--- config.mk ---
export PLATFORM = sky130hd
export DESIGN_NAME = superio_config_register_space
export DESIGN_NICKNAME = d
export VERILOG_FILES = /design/src/scfg_pkg.sv /design/src/scfg_mem.sv /design/src/scfg_special.sv /design/src/superio_config_register_space.sv
export SDC_FILE = /design/constraint.sdc
export NUM_CORES = 1
export LEC_CHECK = 0
export BUFFER_PORTS_ARGS = -buffer_cell sky130_fd_sc_hd__buf_2
export CORE_MARGIN = 1
export CORE_UTILIZATION = 30
export CTS_BUF_LIST = sky130_fd_sc_hd__clkbuf_16
export DETAILED_ROUTE_END_ITERATION = 10
export PLACE_DENSITY = 0.51
export RECOVER_POWER = 50
export SLEW_MARGIN = 5
export SYNTH_ARGS = -nofsm -noshare
export SYNTH_HDL_FRONTEND = slang
export SYNTH_HIERARCHICAL = 1
export SYNTH_SLANG_ARGS = --single-unit
--- constraint.sdc ---
create_clock -name clk -period 6.2 [get_ports clk]
set_input_delay 0.31 -clock clk [delete_from_list [all_inputs] [get_ports clk]]
set_output_delay 0.31 -clock clk [all_outputs]
set_load 0.1 [all_outputs]
--- src/scfg_pkg.sv ---
// shared types, constants and base-address helpers of the super i/o configuration block
// no dependencies; used by every module of the block
package scfg_pkg;

    localparam int NUM_REGS_DEF = 42;

    // index port keys and the write-protect boundary
    localparam logic [7:0] KEY_ENTER = 8'h55;
    localparam logic [7:0] KEY_EXIT  = 8'hAA;
    localparam logic [7:0] WP_LIMIT  = 8'h18;

    // register indices with side effects or protection
    localparam logic [7:0] REG_CR0    = 8'h00;
    localparam logic [7:0] REG_CR1    = 8'h01;
    localparam logic [7:0] REG_CR2    = 8'h02;
    localparam logic [7:0] REG_CR3    = 8'h03;
    localparam logic [7:0] REG_CR6    = 8'h06;
    localparam logic [7:0] REG_CRD    = 8'h0D;
    localparam logic [7:0] REG_CRE    = 8'h0E;
    localparam logic [7:0] REG_CR1E   = 8'h1E;
    localparam logic [7:0] REG_FDC    = 8'h20;
    localparam logic [7:0] REG_IDE    = 8'h21;
    localparam logic [7:0] REG_IDEALT = 8'h22;
    localparam logic [7:0] REG_PAR    = 8'h23;
    localparam logic [7:0] REG_SER1   = 8'h24;
    localparam logic [7:0] REG_SER2   = 8'h25;
    localparam logic [7:0] REG_RO0    = 8'h26;
    localparam logic [7:0] REG_RO1    = 8'h27;
    localparam logic [7:0] REG_IRQ    = 8'h28;
    localparam logic [7:0] REG_RO2    = 8'h29;

    // reset values of the side-effect registers
    localparam logic [7:0] DEF_CR0    = 8'h28;
    localparam logic [7:0] DEF_CR1    = 8'h9C;
    localparam logic [7:0] DEF_CR2    = 8'h88;
    localparam logic [7:0] DEF_FDC    = 8'hFC;
    localparam logic [7:0] DEF_IDE    = 8'h7C;
    localparam logic [7:0] DEF_IDEALT = 8'hFD;
    localparam logic [7:0] DEF_PAR    = 8'hDE;
    localparam logic [7:0] DEF_SER1   = 8'hFE;
    localparam logic [7:0] DEF_SER2   = 8'hBE;
    localparam logic [7:0] DEF_IRQ    = 8'h43;

    // legal i/o ports; the first of each list is its default, but serial 2 defaults to SER_PORT1
    localparam logic [9:0] FDC_PORT0    = 10'h3F0;
    localparam logic [9:0] FDC_PORT1    = 10'h370;
    localparam logic [9:0] IDE_PORT0    = 10'h1F0;
    localparam logic [9:0] IDE_PORT1    = 10'h170;
    localparam logic [9:0] IDEALT_PORT0 = 10'h3F6;
    localparam logic [9:0] IDEALT_PORT1 = 10'h376;
    localparam logic [9:0] PAR_PORT0    = 10'h378;
    localparam logic [9:0] PAR_PORT1    = 10'h3BC;
    localparam logic [9:0] PAR_PORT2    = 10'h278;
    localparam logic [9:0] SER_PORT0    = 10'h3F8;
    localparam logic [9:0] SER_PORT1    = 10'h2F8;
    localparam logic [9:0] SER_PORT2    = 10'h338;
    localparam logic [9:0] SER_PORT3    = 10'h3E8;
    localparam logic [9:0] SER_PORT4    = 10'h2E8;
    localparam logic [9:0] SER_PORT5    = 10'h220;
    localparam logic [9:0] SER_PORT6    = 10'h238;
    localparam logic [9:0] SER_PORT7    = 10'h2E0;
    localparam logic [9:0] SER_PORT8    = 10'h228;

    localparam logic [7:0] MASK_W6 = 8'hFC;
    localparam logic [7:0] MASK_W7 = 8'hFE;
    localparam logic [7:0] MASK_W8 = 8'hFF;

    // configuration key sequencer
    typedef enum logic [1:0] {
        CFG_LOCKED,
        CFG_ARMED,
        CFG_OPEN
    } cfg_state_t;

    // register write request towards the side-effect registers
    typedef struct packed {
        logic       en;
        logic [7:0] idx;
        logic [7:0] data;
    } wr_req_t;

    // read response of the side-effect registers
    typedef struct packed {
        logic       hit;
        logic [7:0] data;
    } spec_rd_t;

    // reset value of a plain storage entry
    function automatic logic [7:0] reg_default(input logic [7:0] idx);
        logic [7:0] val;
        case (idx)
            REG_CR3:  val = 8'h78;
            REG_CR6:  val = 8'hFF;
            REG_CRD:  val = 8'h03;
            REG_CRE:  val = 8'h02;
            REG_CR1E: val = 8'h80;
            REG_RO0:  val = 8'h23;
            REG_RO1:  val = 8'h67;
            default:  val = 8'h00;
        endcase
        return val;
    endfunction

    // i/o port given by the address bits of a base register
    function automatic logic [9:0] port_of(input logic [7:0] r, input logic [7:0] mask);
        return {r & mask, 2'b00};
    endfunction

    // keep the register if its port is legal, otherwise load the default port
    function automatic logic [7:0] rebase(input logic [7:0] r, input logic [7:0] mask,
                                          input logic ok, input logic [9:0] dflt);
        return ok ? r : ((dflt[9:2] & mask) | (r & ~mask));
    endfunction

    function automatic logic [7:0] fix_fdc(input logic [7:0] r);
        logic [9:0] p;
        p = port_of(r, MASK_W6);
        return rebase(r, MASK_W6, (p == FDC_PORT0) || (p == FDC_PORT1), FDC_PORT0);
    endfunction

    function automatic logic [7:0] fix_ide(input logic [7:0] r);
        logic [9:0] p;
        p = port_of(r, MASK_W6);
        return rebase(r, MASK_W6, (p == IDE_PORT0) || (p == IDE_PORT1), IDE_PORT0);
    endfunction

    // the alternate ide ports have low bits set, so they never match
    function automatic logic [7:0] fix_idealt(input logic [7:0] r);
        logic [9:0] p;
        p = port_of(r, MASK_W6);
        return rebase(r, MASK_W6, (p == IDEALT_PORT0) || (p == IDEALT_PORT1), IDEALT_PORT0);
    endfunction

    function automatic logic [7:0] fix_par(input logic [7:0] r);
        logic [9:0] p;
        p = port_of(r, MASK_W8);
        return rebase(r, MASK_W8,
                      (p == PAR_PORT0) || (p == PAR_PORT1) || (p == PAR_PORT2), PAR_PORT0);
    endfunction

    function automatic logic [7:0] fix_ser(input logic [7:0] r, input logic [9:0] dflt);
        logic [9:0] p;
        logic       ok;
        p  = port_of(r, MASK_W7);
        ok = (p == SER_PORT0) || (p == SER_PORT1) || (p == SER_PORT2) ||
             (p == SER_PORT3) || (p == SER_PORT4) || (p == SER_PORT5) ||
             (p == SER_PORT6) || (p == SER_PORT7) || (p == SER_PORT8);
        return rebase(r, MASK_W7, ok, dflt);
    endfunction

endpackage

--- src/scfg_mem.sv ---
// plain storage of the configuration registers, one write and one registered read per cycle
// depends on scfg_pkg for the entry reset values
module scfg_mem #(
    parameter int NUM_REGS = scfg_pkg::NUM_REGS_DEF
) (
    input  logic                        clk,
    input  logic                        rst_n,
    input  logic                        we,
    input  logic [$clog2(NUM_REGS)-1:0] waddr,
    input  logic [7:0]                  wdata,
    input  logic [$clog2(NUM_REGS)-1:0] raddr,
    output logic [7:0]                  rdata
);

    localparam int IDX_W = $clog2(NUM_REGS);

    logic [7:0]          mem [NUM_REGS];
    logic [NUM_REGS-1:0] valid_reg;
    logic [7:0]          rd_data_reg;
    logic [IDX_W-1:0]    rd_addr_reg;

    // array write and registered read, new data forwarded on a same-address write
    always_ff @(posedge clk)
    begin
        if (we)
        begin
            mem[waddr] <= wdata;
        end
        if (we && (waddr == raddr))
        begin
            rd_data_reg <= wdata;
        end
        else
        begin
            rd_data_reg <= mem[raddr];
        end
    end

    // written flags, cleared at reset
    always_ff @(posedge clk or negedge rst_n)
    begin
        if (!rst_n)
        begin
            valid_reg   <= '0;
            rd_addr_reg <= '0;
        end
        else
        begin
            if (we)
            begin
                valid_reg[waddr] <= 1'b1;
            end
            rd_addr_reg <= raddr;
        end
    end

    // an unwritten entry reads as its reset value
    assign rdata = valid_reg[rd_addr_reg] ? rd_data_reg
                                          : scfg_pkg::reg_default(8'(rd_addr_reg));

endmodule

--- src/scfg_special.sv ---
// registers with side effects: device control, base addresses, irq select, write-protect
// depends on scfg_pkg for indices, reset values and base-address revalidation
module scfg_special (
    input  logic               clk,
    input  logic               rst_n,
    input  scfg_pkg::wr_req_t  wr,
    input  logic [7:0]         rd_idx,
    output scfg_pkg::spec_rd_t rd,
    output logic               write_protect
);

    logic [7:0] cr0_reg, cr0_next;
    logic [7:0] cr1_reg, cr1_next;
    logic [7:0] cr2_reg, cr2_next;
    logic [7:0] fdc_reg, fdc_next;
    logic [7:0] ide_reg, ide_next;
    logic [7:0] idealt_reg, idealt_next;
    logic [7:0] par_reg, par_next;
    logic [7:0] ser1_reg, ser1_next;
    logic [7:0] ser2_reg, ser2_next;
    logic [7:0] irq_reg, irq_next;
    logic       wp_reg, wp_next;

    // store of one data byte and the revalidations it triggers
    always_comb
    begin
        logic [7:0] x;
        logic [7:0] t;
        cr0_next    = cr0_reg;
        cr1_next    = cr1_reg;
        cr2_next    = cr2_reg;
        fdc_next    = fdc_reg;
        ide_next    = ide_reg;
        idealt_next = idealt_reg;
        par_next    = par_reg;
        ser1_next   = ser1_reg;
        ser2_next   = ser2_reg;
        irq_next    = irq_reg;
        wp_next     = wp_reg;
        x           = 8'h00;
        t           = wr.data;
        if (wr.en)
        begin
            case (wr.idx)
                scfg_pkg::REG_CR0:
                begin
                    x        = wr.data ^ cr0_reg;
                    cr0_next = wr.data;
                    if ((x[1:0] == 2'b00) && x[3] && wr.data[3] && (fdc_reg[7:6] != 2'b00))
                    begin
                        fdc_next = scfg_pkg::fix_fdc(fdc_reg);
                    end
                end
                scfg_pkg::REG_CR1:
                begin
                    x        = wr.data ^ cr1_reg;
                    cr1_next = wr.data;
                    if (x[2] && wr.data[2] && (par_reg[7:6] != 2'b00))
                    begin
                        par_next = scfg_pkg::fix_par(par_reg);
                    end
                    if (x[2:0] != 3'b000)
                    begin
                        wp_next = !wr.data[3];
                    end
                end
                scfg_pkg::REG_CR2:
                begin
                    x        = wr.data ^ cr2_reg;
                    cr2_next = wr.data;
                    if (x[3] && wr.data[3] && (ser1_reg[7:6] != 2'b00))
                    begin
                        ser1_next = scfg_pkg::fix_ser(ser1_reg, scfg_pkg::SER_PORT0);
                    end
                    if (x[7] && wr.data[7] && (ser2_reg[7:6] != 2'b00))
                    begin
                        ser2_next = scfg_pkg::fix_ser(ser2_reg, scfg_pkg::SER_PORT1);
                    end
                end
                scfg_pkg::REG_FDC:
                begin
                    x        = wr.data ^ fdc_reg;
                    fdc_next = wr.data;
                    if ((x[7:2] != 6'd0) && cr0_reg[3] && (wr.data[7:6] != 2'b00))
                    begin
                        fdc_next = scfg_pkg::fix_fdc(wr.data);
                    end
                end
                scfg_pkg::REG_IDE:
                begin
                    x        = wr.data ^ ide_reg;
                    ide_next = (x[7:2] != 6'd0) ? scfg_pkg::fix_ide(wr.data) : wr.data;
                end
                scfg_pkg::REG_IDEALT:
                begin
                    x           = wr.data ^ idealt_reg;
                    idealt_next = (x[7:2] != 6'd0) ? scfg_pkg::fix_idealt(wr.data) : wr.data;
                end
                scfg_pkg::REG_PAR:
                begin
                    x        = wr.data ^ par_reg;
                    par_next = wr.data;
                    if ((x != 8'h00) && cr1_reg[2] && (wr.data[7:6] != 2'b00))
                    begin
                        par_next = scfg_pkg::fix_par(wr.data);
                    end
                end
                scfg_pkg::REG_SER1:
                begin
                    x         = wr.data ^ ser1_reg;
                    ser1_next = wr.data;
                    if ((x[7:1] != 7'd0) && cr2_reg[3] && (wr.data[7:6] != 2'b00))
                    begin
                        ser1_next = scfg_pkg::fix_ser(wr.data, scfg_pkg::SER_PORT0);
                    end
                end
                scfg_pkg::REG_SER2:
                begin
                    x         = wr.data ^ ser2_reg;
                    ser2_next = wr.data;
                    if ((x[7:1] != 7'd0) && cr2_reg[7] && (wr.data[7:6] != 2'b00))
                    begin
                        ser2_next = scfg_pkg::fix_ser(wr.data, scfg_pkg::SER_PORT1);
                    end
                end
                scfg_pkg::REG_IRQ:
                begin
                    x = wr.data ^ irq_reg;
                    // a cleared nibble falls back to its default irq
                    if (x[3:0] != 4'h0)
                    begin
                        if (t[3:0] == 4'h0)
                        begin
                            t[3:0] = 4'h3;
                        end
                        if (cr2_reg[7] && (ser2_reg[7:6] != 2'b00))
                        begin
                            ser2_next = scfg_pkg::fix_ser(ser2_reg, scfg_pkg::SER_PORT1);
                        end
                    end
                    if (x[7:4] != 4'h0)
                    begin
                        if (t[7:4] == 4'h0)
                        begin
                            t[7:4] = 4'h4;
                        end
                        if (cr2_reg[3] && (ser1_reg[7:6] != 2'b00))
                        begin
                            ser1_next = scfg_pkg::fix_ser(ser1_reg, scfg_pkg::SER_PORT0);
                        end
                    end
                    irq_next = t;
                end
                default:
                begin
                end
            endcase
        end
    end

    // register bank
    always_ff @(posedge clk or negedge rst_n)
    begin
        if (!rst_n)
        begin
            cr0_reg    <= scfg_pkg::DEF_CR0;
            cr1_reg    <= scfg_pkg::DEF_CR1;
            cr2_reg    <= scfg_pkg::DEF_CR2;
            fdc_reg    <= scfg_pkg::DEF_FDC;
            ide_reg    <= scfg_pkg::DEF_IDE;
            idealt_reg <= scfg_pkg::DEF_IDEALT;
            par_reg    <= scfg_pkg::DEF_PAR;
            ser1_reg   <= scfg_pkg::DEF_SER1;
            ser2_reg   <= scfg_pkg::DEF_SER2;
            irq_reg    <= scfg_pkg::DEF_IRQ;
            wp_reg     <= 1'b0;
        end
        else
        begin
            cr0_reg    <= cr0_next;
            cr1_reg    <= cr1_next;
            cr2_reg    <= cr2_next;
            fdc_reg    <= fdc_next;
            ide_reg    <= ide_next;
            idealt_reg <= idealt_next;
            par_reg    <= par_next;
            ser1_reg   <= ser1_next;
            ser2_reg   <= ser2_next;
            irq_reg    <= irq_next;
            wp_reg     <= wp_next;
        end
    end

    // read select for the currently indexed register
    always_comb
    begin
        rd.hit = 1'b1;
        case (rd_idx)
            scfg_pkg::REG_CR0:    rd.data = cr0_reg;
            scfg_pkg::REG_CR1:    rd.data = cr1_reg;
            scfg_pkg::REG_CR2:    rd.data = cr2_reg;
            scfg_pkg::REG_FDC:    rd.data = fdc_reg;
            scfg_pkg::REG_IDE:    rd.data = ide_reg;
            scfg_pkg::REG_IDEALT: rd.data = idealt_reg;
            scfg_pkg::REG_PAR:    rd.data = par_reg;
            scfg_pkg::REG_SER1:   rd.data = ser1_reg;
            scfg_pkg::REG_SER2:   rd.data = ser2_reg;
            scfg_pkg::REG_IRQ:    rd.data = irq_reg;
            default:
            begin
                rd.hit  = 1'b0;
                rd.data = 8'h00;
            end
        endcase
    end

    assign write_protect = wp_reg;

endmodule

--- src/superio_config_register_space.sv ---
// Super I/O configuration space reached through an index port and a data port. Each item is
// one host access; the block takes one item per clock cycle for as long as results are taken.
// An accepted item is held in the input register, then the key sequencer, index, register
// update and read select settle into the result register. The plain register storage is read
// ahead at the index being selected, so its registered read port sets no extra delay. Storage
// comes out of reset ready, with no clearing pass. Reads outside configuration mode return
// 0xFF and writes return 0.
// depends on scfg_pkg, scfg_mem and scfg_special
module superio_config_register_space #(
    parameter int NUM_REGS = scfg_pkg::NUM_REGS_DEF
) (
    input  logic       clk,
    input  logic       rst_n,
    input  logic       in_valid,
    output logic       in_ready,
    input  logic       func,
    input  logic       port_select,
    input  logic [7:0] write_data,
    output logic       out_valid,
    input  logic       out_ready,
    output logic [7:0] read_data
);

    localparam int IDX_W = $clog2(NUM_REGS);

    logic                 in_valid_reg;
    logic                 func_reg;
    logic                 port_reg;
    logic [7:0]           wdata_reg;
    logic                 out_valid_reg;
    logic [7:0]           read_data_reg;
    logic [7:0]           read_data_next;
    logic [IDX_W-1:0]     sel_reg, sel_next;
    scfg_pkg::cfg_state_t state_reg, state_next;
    logic                 config_mode;
    logic                 advance;
    logic                 proc;
    logic                 index_wr;
    logic                 wp;
    logic                 prot;
    logic [7:0]           sel8;
    logic [7:0]           mem_rdata;
    scfg_pkg::wr_req_t    wr_req;
    scfg_pkg::spec_rd_t   spec_rd;

    // handshake: the input register moves on whenever the result slot is free or draining
    assign advance  = !out_valid_reg || out_ready;
    assign proc     = in_valid_reg && advance;
    assign in_ready = !in_valid_reg || advance;
    assign index_wr = proc && func_reg && !port_reg;
    assign sel8     = 8'(sel_reg);

    // input register
    always_ff @(posedge clk or negedge rst_n)
    begin
        if (!rst_n)
        begin
            in_valid_reg <= 1'b0;
        end
        else if (in_ready)
        begin
            in_valid_reg <= in_valid;
        end
    end

    always_ff @(posedge clk)
    begin
        if (in_valid && in_ready)
        begin
            func_reg  <= func;
            port_reg  <= port_select;
            wdata_reg <= write_data;
        end
    end

    // key sequencer next state
    always_comb
    begin
        state_next = state_reg;
        if (index_wr)
        begin
            case (state_reg)
                scfg_pkg::CFG_LOCKED:
                    state_next = (wdata_reg == scfg_pkg::KEY_ENTER) ? scfg_pkg::CFG_ARMED
                                                                    : scfg_pkg::CFG_LOCKED;
                scfg_pkg::CFG_ARMED:
                    state_next = (wdata_reg == scfg_pkg::KEY_ENTER) ? scfg_pkg::CFG_OPEN
                                                                    : scfg_pkg::CFG_LOCKED;
                scfg_pkg::CFG_OPEN:
                    state_next = (wdata_reg == scfg_pkg::KEY_EXIT) ? scfg_pkg::CFG_LOCKED
                                                                   : scfg_pkg::CFG_OPEN;
                default:
                    state_next = scfg_pkg::CFG_LOCKED;
            endcase
        end
    end

    // key sequencer outputs
    always_comb
    begin
        case (state_reg)
            scfg_pkg::CFG_OPEN: config_mode = 1'b1;
            default:            config_mode = 1'b0;
        endcase
    end

    // register selection by index writes in configuration mode, for indices below NUM_REGS
    always_comb
    begin
        sel_next = sel_reg;
        if (index_wr && config_mode && (wdata_reg < 8'(NUM_REGS)))
        begin
            sel_next = wdata_reg[IDX_W-1:0];
        end
    end

    always_ff @(posedge clk or negedge rst_n)
    begin
        if (!rst_n)
        begin
            state_reg <= scfg_pkg::CFG_LOCKED;
            sel_reg   <= '0;
        end
        else
        begin
            state_reg <= state_next;
            sel_reg   <= sel_next;
        end
    end

    // data writes, dropped for protected indices
    assign prot = ((sel8 < scfg_pkg::WP_LIMIT) && wp) || (sel8 == scfg_pkg::REG_RO0) ||
                  (sel8 == scfg_pkg::REG_RO1) || (sel8 == scfg_pkg::REG_RO2);

    always_comb
    begin
        wr_req.en   = proc && func_reg && port_reg && config_mode && !prot;
        wr_req.idx  = sel8;
        wr_req.data = wdata_reg;
    end

    scfg_special u_special (
        .clk           (clk),
        .rst_n         (rst_n),
        .wr            (wr_req),
        .rd_idx        (sel8),
        .rd            (spec_rd),
        .write_protect (wp)
    );

    scfg_mem #(
        .NUM_REGS (NUM_REGS)
    ) u_mem (
        .clk   (clk),
        .rst_n (rst_n),
        .we    (wr_req.en),
        .waddr (sel_reg),
        .wdata (wdata_reg),
        .raddr (sel_next),
        .rdata (mem_rdata)
    );

    // read result
    always_comb
    begin
        if (func_reg)
        begin
            read_data_next = 8'h00;
        end
        else if (!config_mode)
        begin
            read_data_next = 8'hFF;
        end
        else if (!port_reg)
        begin
            read_data_next = sel8;
        end
        else if ((sel8 < scfg_pkg::WP_LIMIT) && wp)
        begin
            read_data_next = 8'hFF;
        end
        else
        begin
            read_data_next = spec_rd.hit ? spec_rd.data : mem_rdata;
        end
    end

    // result register
    always_ff @(posedge clk or negedge rst_n)
    begin
        if (!rst_n)
        begin
            out_valid_reg <= 1'b0;
        end
        else if (proc)
        begin
            out_valid_reg <= 1'b1;
        end
        else if (out_ready)
        begin
            out_valid_reg <= 1'b0;
        end
    end

    always_ff @(posedge clk)
    begin
        if (proc)
        begin
            read_data_reg <= read_data_next;
        end
    end

    assign out_valid = out_valid_reg;
    assign read_data = read_data_reg;

endmodule

==> results of run 1 <==
-- worst min-delay path, cell delays in order --
cell	delay, ps
buf_2	90
nand3b_1	140
nand2b_1	70
-- power by group --
| part | switching, uW | internal (uW) |
|---|---|---|
| Clock | 1350 | 1930 |
| Sequential | 6.94 | 3600 |
| Combinational | 160 | 37.9 |
-- area by class of cell --
type | instances | area (um^2) | share of cell area
clock buffers | 56 | 1400 | 0.0567
well taps | 950 | 1190 | 0.0481
inverters | 17 | 63.8 | 0.00258
repair buffers | 57 | 353 | 0.0143
flip-flops and latches | 499 | 14300 | 0.579
clock inverters | 46 | 427 | 0.0173
multi-input cells | 773 | 6960 | 0.282
-- worst max-delay path by stage --
stage	slack, ps	cells after the start	to
floorplan	2840	7	u_mem/mem[17][0]
global placement	2180	10	read_data[1]
detailed placement	2160	9	u_special/par_reg[2]
CTS	2140	9	u_special/par_reg[4]
global route	980	5	u_special/par_reg[4]
finish	1400	5	u_special/par_reg[4]
-- repair_timing --
action	CTS	global route
hold endpoints to repair	65	0
hold buffers	12	0
resized for setup	0	0
-- routing by layer --
| metal | share of wire | global-route usage | up-vias |
|---|---|---|---|
| met3 | 0.044 | 0.0226 | 61 |
| met1 | 0.44 | 0.200 | 6499 |
| li1 | - | - | 5417 |
| met5 | 0 | 0 | - |
| met4 | 0.016 | 0.0395 | 0 |
| met2 | 0.50 | 0.249 | 269 |
-- per-stage QoR --
step / area [um^2] / power (uW) / hold WS (ps) / setup slack [ps]
3_5_place_dp: 22800 / 3870 / 441 / 2160
3_3_place_gp: 22800 / 3870 / 435 / 2180
2_1_floorplan: 21700 / 3790 / 14.4 / 2840
6_report: 24700 / 7090 / 55.0 / 1400
4_1_cts: 24700 / 7170 / 8.18 / 2140
5_1_grt: 24700 / 7310 / 53.1 / 978
-- placed cells by master (no fill, tap or decap), drive strengths merged, types with 33 or more instances in the layout --
| master | synthesis | layout |
|---|---|---|
| dfstp | 48 | 48 |
| clkbuf | 37 | 77 |
| edfxtp | 354 | 354 |
| mux2i | 50 | 50 |
| a22oi | 42 | 42 |
| nor2 | 79 | 79 |
| dfrtp | 91 | 91 |
| o21ai | 33 | 33 |
| mux2 | 52 | 52 |
| or2 | 45 | 45 |
| xnor2 | 38 | 38 |
| nand2 | 52 | 52 |
| mux4 | 94 | 94 |
-- cells by family after synthesis --
logic type      count (synthesis)
other cells                     1
simple gates                  313
buf+inv                        95
compound gates                197
xor+xnor                       58
fa+ha+maj                       1
flops                         499
mux                           196
==> flow_metrics.tcl, run 1 <==
set metrics [dict create \
    holdPathEnd "in_valid_reg" \
    p_leak_uw 0.00835 \
    n_antenna_cell 0 \
    synth_area_leader_cell "edfxtp_1" \
    synth_top_family_by_area "multiplexers" \
    cp_max_fo 70 \
    htreeDepth 2 \
    vias 12246 \
    rsz0062_at_grt "false" \
    ioPinCount 24 \
    reg2reg_to "u_special/par_reg[4]" \
    max-cap-violations 10 \
    status "finished, violations left" \
    mappedNetlistArea_mm2 0.0217 \
    r2r-start "wdata_reg[2]" \
    synthTopCellsByCount "edfxtp_1, dfrtp_1, mux4_2, nor2_1" \
    nNetsFinal 1417 \
    syn_to_final_growth_pct 13.8 \
    via_per_inst 5.11 \
    grt_max_degree 82 \
    synth-edff-count 354 \
    die_area_mm2 0.0734 \
    crit_buf_inv 1 \
    async_flop_share 0.279 \
    required_ps 6710 \
    ys_seq_area_frac 0.659 \
    muxShareOfSynthArea 0.149 \
    slew_viol_final 582 \
    cts_tree "yes" \
    coreArea_mm2 0.0715 \
    synth_compound_area_frac 0.0664 \
    clkLatencyLatePin_ps 620 \
    grt_usage 0.149 \
    finalSetupTns_ps 0 \
    yosysWarnings 6 \
    wl_um 54600 \
    setup_viol 0 \
    drc 0 \
    post-route-period-util 0.774 \
    synth-main-ff-cell "edfxtp_1" \
    clkTransAtPathRegs_ps 60 \
    yosys_register_bits 499 \
    hold_viol_final 0 \
    clockBufferDepth 3 \
    largest_reg_flops 336 \
    cp_top_family "buffers and inverters" \
    dr.pass1.iters 5 \
    min-delay-start "out_ready" \
    p_per_area_mw_per_mm2 287 \
    violations "capacitance limit, slew limit" \
    yosys-top-cells-area "edfxtp_1, dfrtp_1, mux4_2, dfstp_2, mux2_2" \
    postCtsSetupBuffers 0 \
    synth_cells 1360 \
    worstSetupEndpointType "flip-flop" \
    grt_pass1_vias 12692 \
    die_width_um 271 \
    start_util 0.303 \
    critPathMaxStageDelay_ps 2650 \
    crit_start "wdata_reg[2]" \
    fin_util 0.345 \
    start_kind "flip-flop" \
    synth-adder-area-share 0.000577 \
    crit_arrival_ps 5310 \
    vdd_ir_drop_max_mv 0.186 \
    numPortBuffers 23 \
    synth_simple_gate_area_frac 0.0799 \
    ant_nets 0 \
    max_freq_mhz 208 \
    synth.most_common_cell "edfxtp_1" \
    rr_worst_depth 5 \
    hold_class "in -> reg" \
    avgSynthCellArea_um2 16.0 \
    rrSetupSlack_ps 1400 \
    cts_root_buf "clkbuf_16" \
    worstSetupPathType "reg -> reg" \
    synth.distinct_cells 85 \
    synth_top_area_frac 0.490 \
    hpwl_um 33500 \
    nFillCells 6828 \
    synth-xor-area-share 0.0234 \
    fin_crit_ps 4800 \
    cpMostUsedCell "o2111ai_1" \
    dp_cells 2284 \
    min_path_cells 3 \
    cts_sinks 499 \
    die_h_um 271 \
    initialDrtViolationCount 1001 \
    crit_chain "clkbuf_1, o2111ai_1, o2111ai_1, nand4_1, o22a_1" \
    placementRows 98 \
    fin_worst_skew_ps 20.5 \
    cp_slowest_cell "clkbuf_1" \
    cts_made_buffers 54 \
    worstMarginPinSlew_ps 3870 \
    gr-total-overflow 0 \
    post_route_cells_drive_above_1_share 0.253 \
    maxSlewHeadroom -1.58 \
    grt_pass1_wl_um 82500 \
    wl_per_cell_um 22.8 \
    gp_congestion 0.829 \
    grt_antenna_before_repair 0 \
    instances_no_fill 2398 \
]
(Power assumes the default switching activity.)
==> run 2, diff against run 1 <==
ABC_AREA = 1   (was default)
PLACE_DENSITY = 0.52   (was 0.51)
clock period = 4.15 ns   (was 6.2 ns; I/O delays follow)
==> flow_metrics.tcl, run 2 <==
set metrics [dict create \
    die_area_mm2 0.0792 \
    via_per_inst 4.82 \
    wl_um 67400 \
    worstMarginPinSlew_ps 2500 \
    grtUsageMet2 0.284 \
    hold_class "in -> reg" \
    crit_arrival_ps 3960 \
    synth_cells 2505 \
    postCtsHoldBufs 15 \
    post-route-period-util 0.895 \
    synth.most_common_cell "nand2_1" \
    numPortBuffers 23 \
    max_freq_mhz 269 \
    violations "capacitance limit, slew limit" \
    synth-main-ff-cell "edfxtp_1" \
    maxSlewHeadroom -0.663 \
    clockBufferDepth 3 \
    grt_antenna_before_repair 2 \
    drc 0 \
    layout_commonest_cell "nand2_1" \
    cp_max_fo 15 \
    avgSynthCellArea_um2 9.35 \
    cts_tree "yes" \
    fin_worst_skew_ps 21.1 \
    vdd_ir_drop_max_mv 0.311 \
    dr.pass1.iters 6 \
    mappedNetlistArea_mm2 0.0234 \
    grt_usage 0.171 \
    vias 17467 \
    postCtsSetupBuffers 0 \
    cts_sinks 499 \
    cts_made_buffers 54 \
    initialDrtViolationCount 1518 \
    fin_util 0.340 \
    ys_seq_area_frac 0.610 \
    instances_no_fill 3624 \
    htreeDepth 2 \
    final_cell_mix "nand2_1, edfxtp_1, nand3_1" \
    slew_viol_final 532 \
    yosys_register_bits 499 \
    worstSetupPathType "reg -> reg" \
    cts_root_buf "clkbuf_16" \
    max-cap-violations 12 \
    die_width_um 281 \
    hold_viol_final 0 \
    worstSetupEndpointType "flip-flop" \
    p_per_area_mw_per_mm2 397 \
    setup_viol 0 \
    nNetsFinal 2553 \
    p_leak_uw 0.0106 \
    required_ps 4400 \
    grt_max_degree 169 \
    coreArea_mm2 0.0773 \
    grt_pass1_vias 17334 \
    largest_reg_flops 336 \
    nFillCells 7984 \
    hpwl_um 43500 \
    start_kind "flip-flop" \
    rsz0062_at_grt "false" \
    cts_resized 0 \
    met3_usage 0.0344 \
    yosysWarnings 6 \
    async_flop_share 0.279 \
    grt_pass1_wl_um 103000 \
    n_antenna_cell 0 \
    die_h_um 281 \
    clkLatencyLatePin_ps 620 \
    start_util 0.303 \
    synth.distinct_cells 51 \
    gr-usage-met1 0.225 \
    fin_crit_ps 3710 \
    grt.busiest_layer "met2" \
    ioPinCount 24 \
    syn_to_final_growth_pct 12.4 \
    synth_top_area_frac 0.454 \
    finalSetupTns_ps 0 \
    ant_nets 0 \
    wl_per_cell_um 18.6 \
    clkTransAtPathRegs_ps 60 \
    placementRows 102 \
    yosys-top-cells-area "edfxtp_1, nand2_1, dfrtp_1, nand3_1, dfstp_2" \
    status "finished, violations left" \
    synth_area_leader_cell "edfxtp_1" \
    power.total_uw 10400 \
    synth-edff-count 354 \
    dp_cells 3507 \
    gp_congestion 0.929 \
    gr-total-overflow 0 \
    post_route_cells_drive_above_1_share 0.0987 \
    synthTopCellsByCount "nand2_1, edfxtp_1, nand3_1, nor2_1, inv_1" \
]
run 2: area by class of cell:
class | instances | area [um^2] | area share
Tap cell | 1040 | 1300 | 0.0494
Sequential cell | 499 | 14300 | 0.543
Clock buffer | 55 | 1380 | 0.0523
Inverter | 173 | 662 | 0.0251
Timing Repair Buffer | 83 | 587 | 0.0223
Clock inverter | 47 | 325 | 0.0124
Multi-Input combinational cell | 1727 | 7780 | 0.296
run 2: metal layers:
metal  up-vias  wire, um
met3       123      4260
met2       504     31600
met1      8419     29600
met5         -        23
li1       8417         -
met4         4      1830
run 2: path summary, 6_finish.rpt:
kind	slack, ps	to	start	cells past startpoint
worst max-delay path	440	u_mem/mem[16][6]	sel_reg[3]	6
worst min-delay path	310	wdata_reg[0]	write_data[0]	2
worst max register to register	440	u_mem/mem[16][6]	sel_reg[3]	6
worst min register to register	460	u_mem/valid_reg[38]	u_mem/valid_reg[38]	2
max in group asynchronous	880	sel_reg[5]	rst_n	3
min in group asynchronous	860	u_special/cr2_reg[6]	rst_n	2
run 2: cell families (layout without fill, tap and decap cells):
family / after synthesis / count (layout) / synth area share
compound gates: 212 / 212 / 0.0481
other cells: 1 / 6 / 0.000160
xor+xnor: 31 / 31 / 0.0116
fa+ha+maj: 1 / 1 / 0.000534
simple gates: 1477 / 1477 / 0.271
flops: 499 / 499 / 0.610
buf+inv: 284 / 358 / 0.0588
run 2: per-stage QoR:
| stage | setup slack, ps | area, um^2 | hold WS, ps |
|---|---|---|---|
| 3_5_place_dp | 481 | 24500 | 357 |
| 4_1_cts | 452 | 26400 | 267 |
| 5_1_grt | 118 | 26300 | 302 |
| 6_report | 436 | 26300 | 314 |
| 2_1_floorplan | 750 | 23400 | -88.1 |
| 3_3_place_gp | 526 | 24500 | 357 |
run 2: critical path, cell delays in order, from the launching register on:
cell and delay, ps:
dfrtp_1 660, nand2_1 90, nand3b_1 270, nand2_1 110, nor3_2 800, nand3_1 660, nor2_1 750
run 2: where the power goes:
part	leakage (uW)	internal, uW	switching, uW
Clock	0.000892	2600	2010
Combinational	0.00480	66.1	353
Sequential	0.00487	5400	25.4
Total	0.0106	8060	2390
